<file path="src/wfn_pkg.sv">
// ----------------------------------------------------------------------------
// Window first negative package
// Shared widths, defaults and types for the sliding window first negative unit.
// ----------------------------------------------------------------------------
package wfn_pkg;

  localparam int WINDOW_MAX_DEF = 64;
  localparam int SAMPLE_W       = 32;
  localparam int CFG_W          = 7;

  // Per-word commands that every cell of the queue chain sees.
  typedef struct packed {
    logic pop;
    logic push;
    logic clear;
  } cell_ctl_t;

  // One result word.
  typedef struct packed {
    logic [SAMPLE_W-1:0] first_negative;
    logic                found;
    logic                last_window;
  } result_t;

endpackage

</file>
<file path="src/wfn_cell.sv">
// ----------------------------------------------------------------------------
// Queue cell
// One slot of the shift-register queue of negative samples and their positions.
// ----------------------------------------------------------------------------
module wfn_cell #(
  parameter int PosW = 7
) (
  input  logic                         clk_i,
  input  logic                         rst_ni,
  input  wfn_pkg::cell_ctl_t           ctl_i,
  input  logic                         prev_valid_i,
  input  logic                         next_valid_i,
  input  logic [wfn_pkg::SAMPLE_W-1:0] next_value_i,
  input  logic [PosW-1:0]              next_pos_i,
  input  logic [wfn_pkg::SAMPLE_W-1:0] new_value_i,
  input  logic [PosW-1:0]              new_pos_i,
  output logic                         valid_o,
  output logic [wfn_pkg::SAMPLE_W-1:0] value_o,
  output logic [PosW-1:0]              pos_o,
  output logic                         fill_valid_o,
  output logic [wfn_pkg::SAMPLE_W-1:0] fill_value_o
);
  import wfn_pkg::*;

  logic                valid_q, valid_d;
  logic [SAMPLE_W-1:0] value_q, value_d;
  logic [PosW-1:0]     pos_q, pos_d;
  logic                tail;

  always_comb begin
    tail    = ctl_i.pop ? (valid_q && !next_valid_i) : (!valid_q && prev_valid_i);
    valid_d = valid_q;
    value_d = value_q;
    pos_d   = pos_q;
    if (ctl_i.push && tail) begin
      valid_d = 1'b1;
      value_d = new_value_i;
      pos_d   = new_pos_i;
    end else if (ctl_i.pop) begin
      valid_d = next_valid_i;
      value_d = next_value_i;
      pos_d   = next_pos_i;
    end
  end

  assign fill_valid_o = valid_d;
  assign fill_value_o = value_d;

  always_ff @(posedge clk_i or negedge rst_ni) begin
    if (!rst_ni) begin
      valid_q <= 1'b0;
    end else begin
      valid_q <= valid_d && !ctl_i.clear;
    end
  end

  always_ff @(posedge clk_i) begin
    value_q <= value_d;
    pos_q   <= pos_d;
  end

  assign valid_o = valid_q;
  assign value_o = value_q;
  assign pos_o   = pos_q;

endmodule

</file>
<file path="src/wfn_obuf.sv">
// ----------------------------------------------------------------------------
// Output buffer
// Output register with a skid stage so the input side keeps flowing.
// ----------------------------------------------------------------------------
module wfn_obuf (
  input  logic             clk_i,
  input  logic             rst_ni,
  input  logic             load_i,
  input  wfn_pkg::result_t res_i,
  output logic             ready_o,
  output logic             valid_o,
  output wfn_pkg::result_t res_o,
  input  logic             take_ready_i
);
  import wfn_pkg::*;

  logic    out_valid_q, skid_valid_q;
  result_t out_q, skid_q;
  logic    out_free;

  assign out_free = !out_valid_q || take_ready_i;

  always_ff @(posedge clk_i or negedge rst_ni) begin
    if (!rst_ni) begin
      out_valid_q  <= 1'b0;
      skid_valid_q <= 1'b0;
    end else if (out_free) begin
      out_valid_q  <= skid_valid_q || load_i;
      skid_valid_q <= 1'b0;
    end else if (load_i) begin
      skid_valid_q <= 1'b1;
    end
  end

  always_ff @(posedge clk_i) begin
    if (out_free) begin
      out_q <= skid_valid_q ? skid_q : res_i;
    end else if (load_i) begin
      skid_q <= res_i;
    end
  end

  assign ready_o = !skid_valid_q;
  assign valid_o = out_valid_q;
  assign res_o   = out_q;

endmodule

</file>
<file path="src/window_first_negative_unit.sv">
// ----------------------------------------------------------------------------
// Window first negative unit
// Reports the earliest negative sample of each sliding window of a stream.
// ----------------------------------------------------------------------------
// The unit takes one sample word per clock while s_axis_tready is high and
// registers a result once a window is full; negative samples sit in a row
// of WINDOW_MAX shift cells, the oldest in the first cell, and the window
// age of that entry is checked and the row shifted in the same cycle as the
// new sample enters. A two-deep output buffer admits one more sample while
// a result waits. No reset sweep; tlast ends a sequence and empties the row.
module window_first_negative_unit #(
  parameter int WINDOW_MAX = wfn_pkg::WINDOW_MAX_DEF
) (
  input  logic                         clk_i,
  input  logic                         rst_ni,
  input  logic                         cfg_we_i,
  input  logic [wfn_pkg::CFG_W-1:0]    cfg_wdata_i,    // window_size
  input  logic                         s_axis_tvalid,
  output logic                         s_axis_tready,
  input  logic [wfn_pkg::SAMPLE_W-1:0] s_axis_tdata,   // sample
  input  logic                         s_axis_tlast,   // last_sample
  output logic                         m_axis_tvalid,
  input  logic                         m_axis_tready,
  output logic [wfn_pkg::SAMPLE_W-1:0] m_axis_tdata,   // first_negative
  output logic [0:0]                   m_axis_tuser,   // found
  output logic                         m_axis_tlast    // last_window
);
  import wfn_pkg::*;

  localparam int PosW = $clog2(2 * WINDOW_MAX);
  localparam int CntW = $clog2(WINDOW_MAX + 1);
  localparam int CmpW = (CntW > CFG_W) ? CntW + 1 : CFG_W + 1;

  logic [CFG_W-1:0]    window_q;
  logic [PosW-1:0]     pos_q, pos_d;
  logic [CntW-1:0]     seen_q, seen_d, seen_inc;
  logic [CmpW-1:0]     win_ext;
  logic [CntW-1:0]     win_eff;
  logic [PosW-1:0]     age;
  logic                accept, produce, obuf_ready;
  cell_ctl_t           ctl;
  result_t             res, res_out;

  logic [WINDOW_MAX-1:0] cell_valid;
  logic [WINDOW_MAX-1:0] fill_valid;
  logic [SAMPLE_W-1:0]   cell_value [WINDOW_MAX];
  logic [PosW-1:0]       cell_pos   [WINDOW_MAX];
  logic [SAMPLE_W-1:0]   fill_value [WINDOW_MAX];

  assign accept        = s_axis_tvalid && obuf_ready;
  assign s_axis_tready = obuf_ready;

  always_comb begin
    win_ext = CmpW'(window_q);
    if (win_ext == '0) begin
      win_eff = CntW'(1);
    end else if (win_ext > CmpW'(WINDOW_MAX)) begin
      win_eff = CntW'(WINDOW_MAX);
    end else begin
      win_eff = CntW'(window_q);
    end
  end

  assign age       = (pos_q >= cell_pos[0]) ? (pos_q - cell_pos[0])
                                            : (pos_q - cell_pos[0] + PosW'(2 * WINDOW_MAX));
  assign ctl.pop   = accept && cell_valid[0] && (age >= PosW'(win_eff));
  assign ctl.push  = accept && s_axis_tdata[SAMPLE_W-1];
  assign ctl.clear = accept && s_axis_tlast;

  assign seen_inc = (seen_q == CntW'(WINDOW_MAX)) ? seen_q : seen_q + CntW'(1);
  assign produce  = accept && (seen_inc >= win_eff);

  always_comb begin
    pos_d  = pos_q;
    seen_d = seen_q;
    if (accept) begin
      if (s_axis_tlast || (pos_q == PosW'(2 * WINDOW_MAX - 1))) begin
        pos_d = '0;
      end else begin
        pos_d = pos_q + PosW'(1);
      end
      seen_d = s_axis_tlast ? '0 : seen_inc;
    end
  end

  always_ff @(posedge clk_i or negedge rst_ni) begin
    if (!rst_ni) begin
      window_q <= CFG_W'(1);
      pos_q    <= '0;
      seen_q   <= '0;
    end else begin
      if (cfg_we_i) begin
        window_q <= cfg_wdata_i;
      end
      pos_q  <= pos_d;
      seen_q <= seen_d;
    end
  end

  for (genvar g = 0; g < WINDOW_MAX; g++) begin : g_cell
    logic                prev_v, next_v;
    logic [SAMPLE_W-1:0] next_val;
    logic [PosW-1:0]     next_p;

    if (g == 0) begin : g_first
      assign prev_v = 1'b1;
    end else begin : g_mid
      assign prev_v = cell_valid[g-1];
    end

    if (g == WINDOW_MAX - 1) begin : g_last
      assign next_v   = 1'b0;
      assign next_val = '0;
      assign next_p   = '0;
    end else begin : g_inner
      assign next_v   = cell_valid[g+1];
      assign next_val = cell_value[g+1];
      assign next_p   = cell_pos[g+1];
    end

    wfn_cell #(
      .PosW(PosW)
    ) u_cell (
      .clk_i       (clk_i),
      .rst_ni      (rst_ni),
      .ctl_i       (ctl),
      .prev_valid_i(prev_v),
      .next_valid_i(next_v),
      .next_value_i(next_val),
      .next_pos_i  (next_p),
      .new_value_i (s_axis_tdata),
      .new_pos_i   (pos_q),
      .valid_o     (cell_valid[g]),
      .value_o     (cell_value[g]),
      .pos_o       (cell_pos[g]),
      .fill_valid_o(fill_valid[g]),
      .fill_value_o(fill_value[g])
    );
  end

  assign res.found          = fill_valid[0];
  assign res.first_negative = fill_valid[0] ? fill_value[0] : '0;
  assign res.last_window    = s_axis_tlast;

  wfn_obuf u_obuf (
    .clk_i       (clk_i),
    .rst_ni      (rst_ni),
    .load_i      (produce),
    .res_i       (res),
    .ready_o     (obuf_ready),
    .valid_o     (m_axis_tvalid),
    .res_o       (res_out),
    .take_ready_i(m_axis_tready)
  );

  assign m_axis_tdata    = res_out.first_negative;
  assign m_axis_tuser[0] = res_out.found;
  assign m_axis_tlast    = res_out.last_window;

  a_queue_packed : assert property (@(posedge clk_i) disable iff (!rst_ni)
    ((cell_valid & (cell_valid + WINDOW_MAX'(1))) == '0))
    else $error("queue cells are not filled from the head without gaps");

  a_fill_packed : assert property (@(posedge clk_i) disable iff (!rst_ni)
    ((fill_valid & (fill_valid + WINDOW_MAX'(1))) == '0))
    else $error("next queue fill leaves a gap");

  a_found_sign : assert property (@(posedge clk_i) disable iff (!rst_ni)
    m_axis_tvalid |-> (m_axis_tuser[0] ? m_axis_tdata[SAMPLE_W-1] : (m_axis_tdata == '0)))
    else $error("result value disagrees with its found flag");

  a_seq_clear : assert property (@(posedge clk_i) disable iff (!rst_ni)
    (accept && s_axis_tlast) |=> (pos_q == '0 && seen_q == '0 && cell_valid == '0))
    else $error("sequence state not cleared after the last word");

endmodule
</file>
<file path="config.mk">
export PLATFORM = sky130hd
export DESIGN_NAME = window_first_negative_unit
export DESIGN_NICKNAME = d
export VERILOG_FILES = /design/src/wfn_pkg.sv /design/src/wfn_cell.sv /design/src/wfn_obuf.sv /design/src/window_first_negative_unit.sv
export SDC_FILE = /design/constraint.sdc
export NUM_CORES = 2
export LEC_CHECK = 0
export BUFFER_PORTS_ARGS = -buffer_cell sky130_fd_sc_hd__buf_2
export CAP_MARGIN = 20
export CORE_UTILIZATION = 65
export DETAILED_ROUTE_END_ITERATION = 12
export PLACE_DENSITY_LB_ADDON = 0.08
export SYNTH_ARGS = -nofsm -noshare
export SYNTH_HDL_FRONTEND = slang
export SYNTH_SLANG_ARGS = --single-unit
</file>
<file path="constraint.sdc">
create_clock -name clk_i -period 12.35 [get_ports clk_i]
set_clock_uncertainty 0.15 [all_clocks]
set_input_delay 2.47 -clock clk_i [delete_from_list [all_inputs] [get_ports clk_i]]
set_output_delay 2.47 -clock clk_i [all_outputs]
set_load 0.01 [all_outputs]
</file>
After elaboration in Yosys (flattened, before gate mapping):

Index checks and enable logic that the tools add are counted.

* reduce and logical (&&, ||, !) cells: 334
* $lt $le $gt $ge: 3
* mux-type cells: 457
* eq/ne operators: 2
* bitwise operators: 1
* add/subtract/negate cells: 3

Operators by type and width (number)
* 32-bit 2-to-1 mux: 129
* 7-bit 2-to-1 mux: 133
* 1-bit logical AND: 197
* 1-bit 2-to-1 mux: 194
* 2-bit nonzero test: 65
* 1-bit logical NOT: 67
* 34-bit 2-to-1 mux: 1
* 7-bit by 1-bit adder with 7-bit output, second input constant: 2
* 7-bit equality test, second input constant: 2
* 7-bit greater-or-equal comparator: 2
* 7-bit > comparator, second input constant: 1
* 7-bit logical NOT: 1
* 7-bit subtractor: 1
* 1-bit logical OR: 3
* 2-bit AND reduction: 1
* 1-bit inverter: 1

* logic and storage cells: 1003
* input port bits: 45
* output and inout port bits: 36
* bits in registers: 2651

Logic depth before layout (Yosys ltp):

* depth after elaboration: 10
* gate-level depth with buffers: 20
* depth with buffers taken out: 16

Cells and area by module:

A second synthesis with hierarchy kept.

* cells, all modules: 8469
* area total of the unflattened synthesis: 127916.4 um^2

Modules (own cells, without submodules)
* wfn_cell: area an instance 1926.8 um^2, cells an instance 127, seq. area each 875.8 um^2, times used 64
* wfn_obuf: area an instance 2680.1 um^2, cells an instance 115, seq. area each 2092.0 um^2, times used 1
* window_first_negative_unit: area an instance 1918.1 um^2, cells an instance 226, seq. area each 526.8 um^2, times used 1

Least setup slack after synthesis:

OpenSTA, ideal clock, no wires.

* path kind: input-to-reg
* from: input port s_axis_tvalid
* to: register g_cell[63].u_cell.pos_q[0] (enable)
* data required time: 11711 ps
* path buffers: 3
* setup time: 489 ps
* arrival: 6121 ps
* stages on the path: 6
* path slack: 5590 ps
* path through: nor2b_2 > nand2_1 > clkbuf_1 > clkbuf_1 > clkbuf_1 > o21ai_0

* cells in the longest elaborated chain, start to end: 6

RTL lines
* start, declared: line window_first_negative_unit.sv:18 `input logic s_axis_tvalid,`
* 1-bit logical AND (*): line window_first_negative_unit.sv:50 `assign accept = s_axis_tvalid && obuf_ready;`
* 1-bit logical AND (2 in series): line window_first_negative_unit.sv:66 `assign ctl.pop = accept && cell_valid[0] && (age >= PosW'(win_eff));`
* 1-bit 2-to-1 mux: line wfn_cell.sv:31 `tail = ctl_i.pop ? (valid_q && !next_valid_i) : (!valid_q && prev_valid_i);`
* 1-bit logical AND: line wfn_cell.sv:35 `if (ctl_i.push && tail) begin`
* 2-bit nonzero test (no line) (*)
* end signal, assigned: line wfn_cell.sv:59 `pos_q <= pos_d;`
* end, declared: line wfn_cell.sv:27 `logic [PosW-1:0] pos_q, pos_d;`

Mark *: on every way between the ends. The rest lies on a longest branch, timed or not.
A chain may end at the register's enable or synchronous reset.

Worst setup path after layout:

* from: register pos_q[0]
* to: register g_cell[36].u_cell.value_q[10] (enable)

* cells in the longest elaborated chain, start to end: 6

RTL lines
* start, declared: line window_first_negative_unit.sv:35 `logic [PosW-1:0] pos_q, pos_d;`
* start signal, assigned: line window_first_negative_unit.sv:95 `pos_q <= pos_d;`
* 7-bit subtractor (*): line window_first_negative_unit.sv:64, window_first_negative_unit.sv:65
* 7-bit greater-or-equal comparator (*): line window_first_negative_unit.sv:66
* 1-bit logical AND (*): line window_first_negative_unit.sv:66
* 1-bit 2-to-1 mux: line wfn_cell.sv:31
* 1-bit logical AND: line wfn_cell.sv:35
* 2-bit nonzero test (no line) (*)
* end signal, assigned: line wfn_cell.sv:58 `value_q <= value_d;`
* end, declared: line wfn_cell.sv:26 `logic [SAMPLE_W-1:0] value_q, value_d;`

Marks and branches as above.

==> run_results.csv <==
group,metric,value,unit
routing,drt_iter0_drc,5314,
sta,grt_setup_unrepaired,"no",
final_layout,layout_commonest_cell,"edfxtp_1",
routing,firstDrtPassIters,12,
global_route,grt_overflow_total,0,
synth,ys_seq_elements,2651,
power_and_ir_drop,peakVddDrop,148,µV
clock_tree,numCtsBuffers,285,
synth,ys.flop_type,"edfxtp_1",
routing,ant_nets,0,
routing,drc,0,
sta,min_period,7.30,ns
clock_tree,cts_max_level,5,
setup_path,rrSetupSlack,5.05,ns
setup_path,arrival,7.73,ns
clock_tree,cts-resized-gates,0,
global_route,grt_max_degree,85,
power_and_ir_drop,p_leak,41.6,nW
synth,synthArstFlopShare,3.28,%
setup_path,crit_type,"reg2reg",
clock_tree,cts.path.max_buffers,4,
final_layout,area_delta_synth_final,10.0,%
synth,synth_nets,6499,
synth,netlist_instances,6430,
synth,yosys_warnings,0,
setup_path,crit_fanout,84,
power_and_ir_drop,power,21.5,mW
routing,routed-wl-met3,16900,µm
final_layout,multiInputGateArea,32700,µm²
routing,avgRoutedWirePerCell,26.4,µm
sta,finalWorstSetupSlack,5.05,ns
clock_tree,cts_root_buf,"clkbuf_16",
floorplan,die_area,176000,µm²
clock_tree,cts_tree,"built",
sta,final_hold_viol_count,0,
place,dp_hpwl,131000,µm
job,maxCapViolCount,0,
hold_path,min_from,"g_cell[52].u_cell.value_o[31]$_DFFE_PP_",
floorplan,fp.dieW,420,µm
global_route,antenna_found_initial,15,
power_and_ir_drop,pwr-share-seq,53.5,%
routing,met1_length,101000,µm
global_route,grt_pass1_vias,56964,
power_and_ir_drop,p_switching,4.99,mW
synth,synth_edf_count,2532,
place,place.gp.congestion,0.829,
sta,tns,0,ns
floorplan,rows,153,
setup_path,r2r_cells,20,
hold_path,hold_depth,1,
clock_tree,clkLatencyLatePin,0.92,ns
synth,avgSynthCellArea,17.7,µm²
power_and_ir_drop,power_density,172,nW/µm²
hold_path,hold-path-endpoint,"g_cell[51].u_cell.value_o[31]$_DFFE_PP_",
setup_path,crit_path_start_kind,"flip-flop",
clock_tree,clk_pin_slew,0.06,ns
place,numPortBuffers,80,
final_layout,drive_gt1_share,17.6,%
floorplan,initial_core_util,65.4,%
power_and_ir_drop,clockPowerShare,37.3,%
clock_tree,cts_hold_buf,0,
synth,synth_area,114000,µm²
setup_path,r2r_end,"g_cell[36].u_cell.value_o[10]$_DFFE_PP_",
routing,drt_wl_total,234000,µm
synth,synth_cell_type_count,57,
place,place_worst_setup_slack,5.02,ns
sta,drv_slew,0,
final_layout,final_cell_mix,"edfxtp_1 (2,532), mux2_1 (1,914), mux2_2 (456), clkbuf_16 (295), buf_4 (182)",
sta,period_share,59.1,%
clock_tree,cts_setup_buffers,0,
routing,wl_met2,110000,µm
final_layout,fin_util,71.9,%
power_and_ir_drop,p_int,16.5,mW
setup_path,r2r_start,"pos_q[0]$_DFFE_PN0P_",
setup_path,cp_data_required_time,12.79,ns
sta,relSlewSlack,23.9,%
floorplan,core,174000,µm²
final_layout,fillers,10572,
outcome,status,"completed",
hold_path,hold_class,"reg2reg",
final_layout,nNetsFinal,6424,
power_and_ir_drop,comb_power_share,9.3,%
synth,synth_top_area_share,67.0,%
synth,synth_area_leaders,"edfxtp_1 (67%), mux2_1 (19%), mux2_2 (4.5%)",
setup_path,end_kind,"flip-flop",
global_route,track_usage,27.0,%
floorplan,io_pins,81,
sta,setup_violations,0,
power_and_ir_drop,switching_share,23.2,%
sta,clock.fmax,137,MHz
clock_tree,cts_sinks,2651,
synth,yosysTopAreaCell,"edfxtp_1",
global_route,grt_pass1_wl,360000,µm
routing,via_per_inst,6.30,
routing,vias,55956,
routing,dr.max_layer_used,"met5",
final_layout,seq_area,78900,µm²
synth,ys_seq_area_share,69.5,%
sta,worstMarginPinSlew,1.14,ns
floorplan,die_h,420,µm
==> final cells by class <==
type | count | area share, %
Sequential cell | 2651 | 63.1
Multi-Input combinational cell | 3163 | 26.2
Clock buffer | 362 | 6.14
Tap cell | 2325 | 2.33
Timing Repair Buffer | 239 | 1.35
Clock inverter | 119 | 0.770
Inverter | 15 | 0.0451
Antenna cell | 3 | 0.00601
==> state kept, by name, indices dropped and copies added (netlist names), 7 cells and up <==
register and cells:
g_cell.u_cell.pos_o 448, seen_q 7, pos_q 7, g_cell.u_cell.valid_o 64, u_obuf.skid_q 34, g_cell.u_cell.value_o 2048
u_obuf.res_o 34, window_q 7
==> metal layers <==
layer	global-route usage, %	vias up
met5	0	-
met4	7.81	2
met3	5.81	424
met2	42.0	1826
met1	38.7	29017
li1	-	24687
==> power groups by stage <==
stage	sequential [mW]	clock (mW)	combinational, mW
after floorplan	11.5	0	1.33
after global placement	11.7	0	1.94
after detailed placement	11.7	0	1.98
after CTS	11.5	8.17	2.00
after global routing	11.6	8.50	2.16
final	11.5	8.03	1.99
==> logic make-up after synthesis <==
family,Yosys count,synth area share [%]
XOR/XNOR,15,0.116
adder cells (fa/ha/maj),24,0.271
AND/OR/NAND/NOR,450,2.06
multiplexers,2461,24.3
buffers and inverters,616,2.43
AO/OA/AOI/OAI,213,1.36
flip-flops,2651,69.5
==> cells in the mapped netlist (33+ instances only) <==
cell	instances
buf_4	41
nand3_1	42
mux2_1	1914
a21oi_1	44
a222oi_1	60
buf_2	223
nand2b_1	65
clkbuf_1	331
nor2_1	73
edfxtp_1	2532
nor3_1	33
mux2_2	456
mux2i_1	90
nand2_1	118
and2_1	42
nor3b_1	60
o21ai_0	48
dfrtp_1	86
==> worst max-delay path, cell delays in order, from the launching register on <==
cell,delay [ns]
dfrtp_4,0.99
inv_1,0.19
ha_1,0.26
fa_1,0.41
inv_1,0.07
a21o_1,0.10
a21oi_1,0.08
o21bai_1,0.15
a21oi_1,0.11
xnor2_1,0.13
ha_1,0.30
and3_1,0.21
a221oi_2,0.32
o21ai_2,0.25
nand2_8,0.52
buf_12,0.68
buf_4,0.67
mux2i_4,0.32
buf_4,0.48
nand2_1,0.11
buf_4,0.33
==> worst max path at each step <==
stage / from / end / slack [ns]
floorplan: s_axis_tvalid / g_cell[63].u_cell.pos_o[0]$_SDFFCE_PN0P_ / 5.59
global placement: pos_q[0]$_DFFE_PN0P_ / g_cell[35].u_cell.value_o[6]$_DFFE_PP_ / 5.00
detailed placement: pos_q[0]$_DFFE_PN0P_ / g_cell[36].u_cell.value_o[12]$_DFFE_PP_ / 5.02
CTS: pos_q[0]$_DFFE_PN0P_ / g_cell[36].u_cell.value_o[8]$_DFFE_PP_ / 4.97
global route: pos_q[0]$_DFFE_PN0P_ / g_cell[35].u_cell.value_o[10]$_DFFE_PP_ / 4.56
finish: pos_q[0]$_DFFE_PN0P_ / g_cell[36].u_cell.value_o[10]$_DFFE_PP_ / 5.05
==> per-stage QoR <==
step / cells / hold slack (ns) / cell area, µm²
floorplan: 6430 / 0.307 / 114000
global placement: 8392 / 0.331 / 116000
detailed placement: 8393 / 0.334 / 116000
CTS: 8874 / 0.336 / 125000
global route: 8875 / 0.361 / 125000
finish: 8877 / 0.337 / 125000
Note: power is estimated with default switching activity, not from simulation.
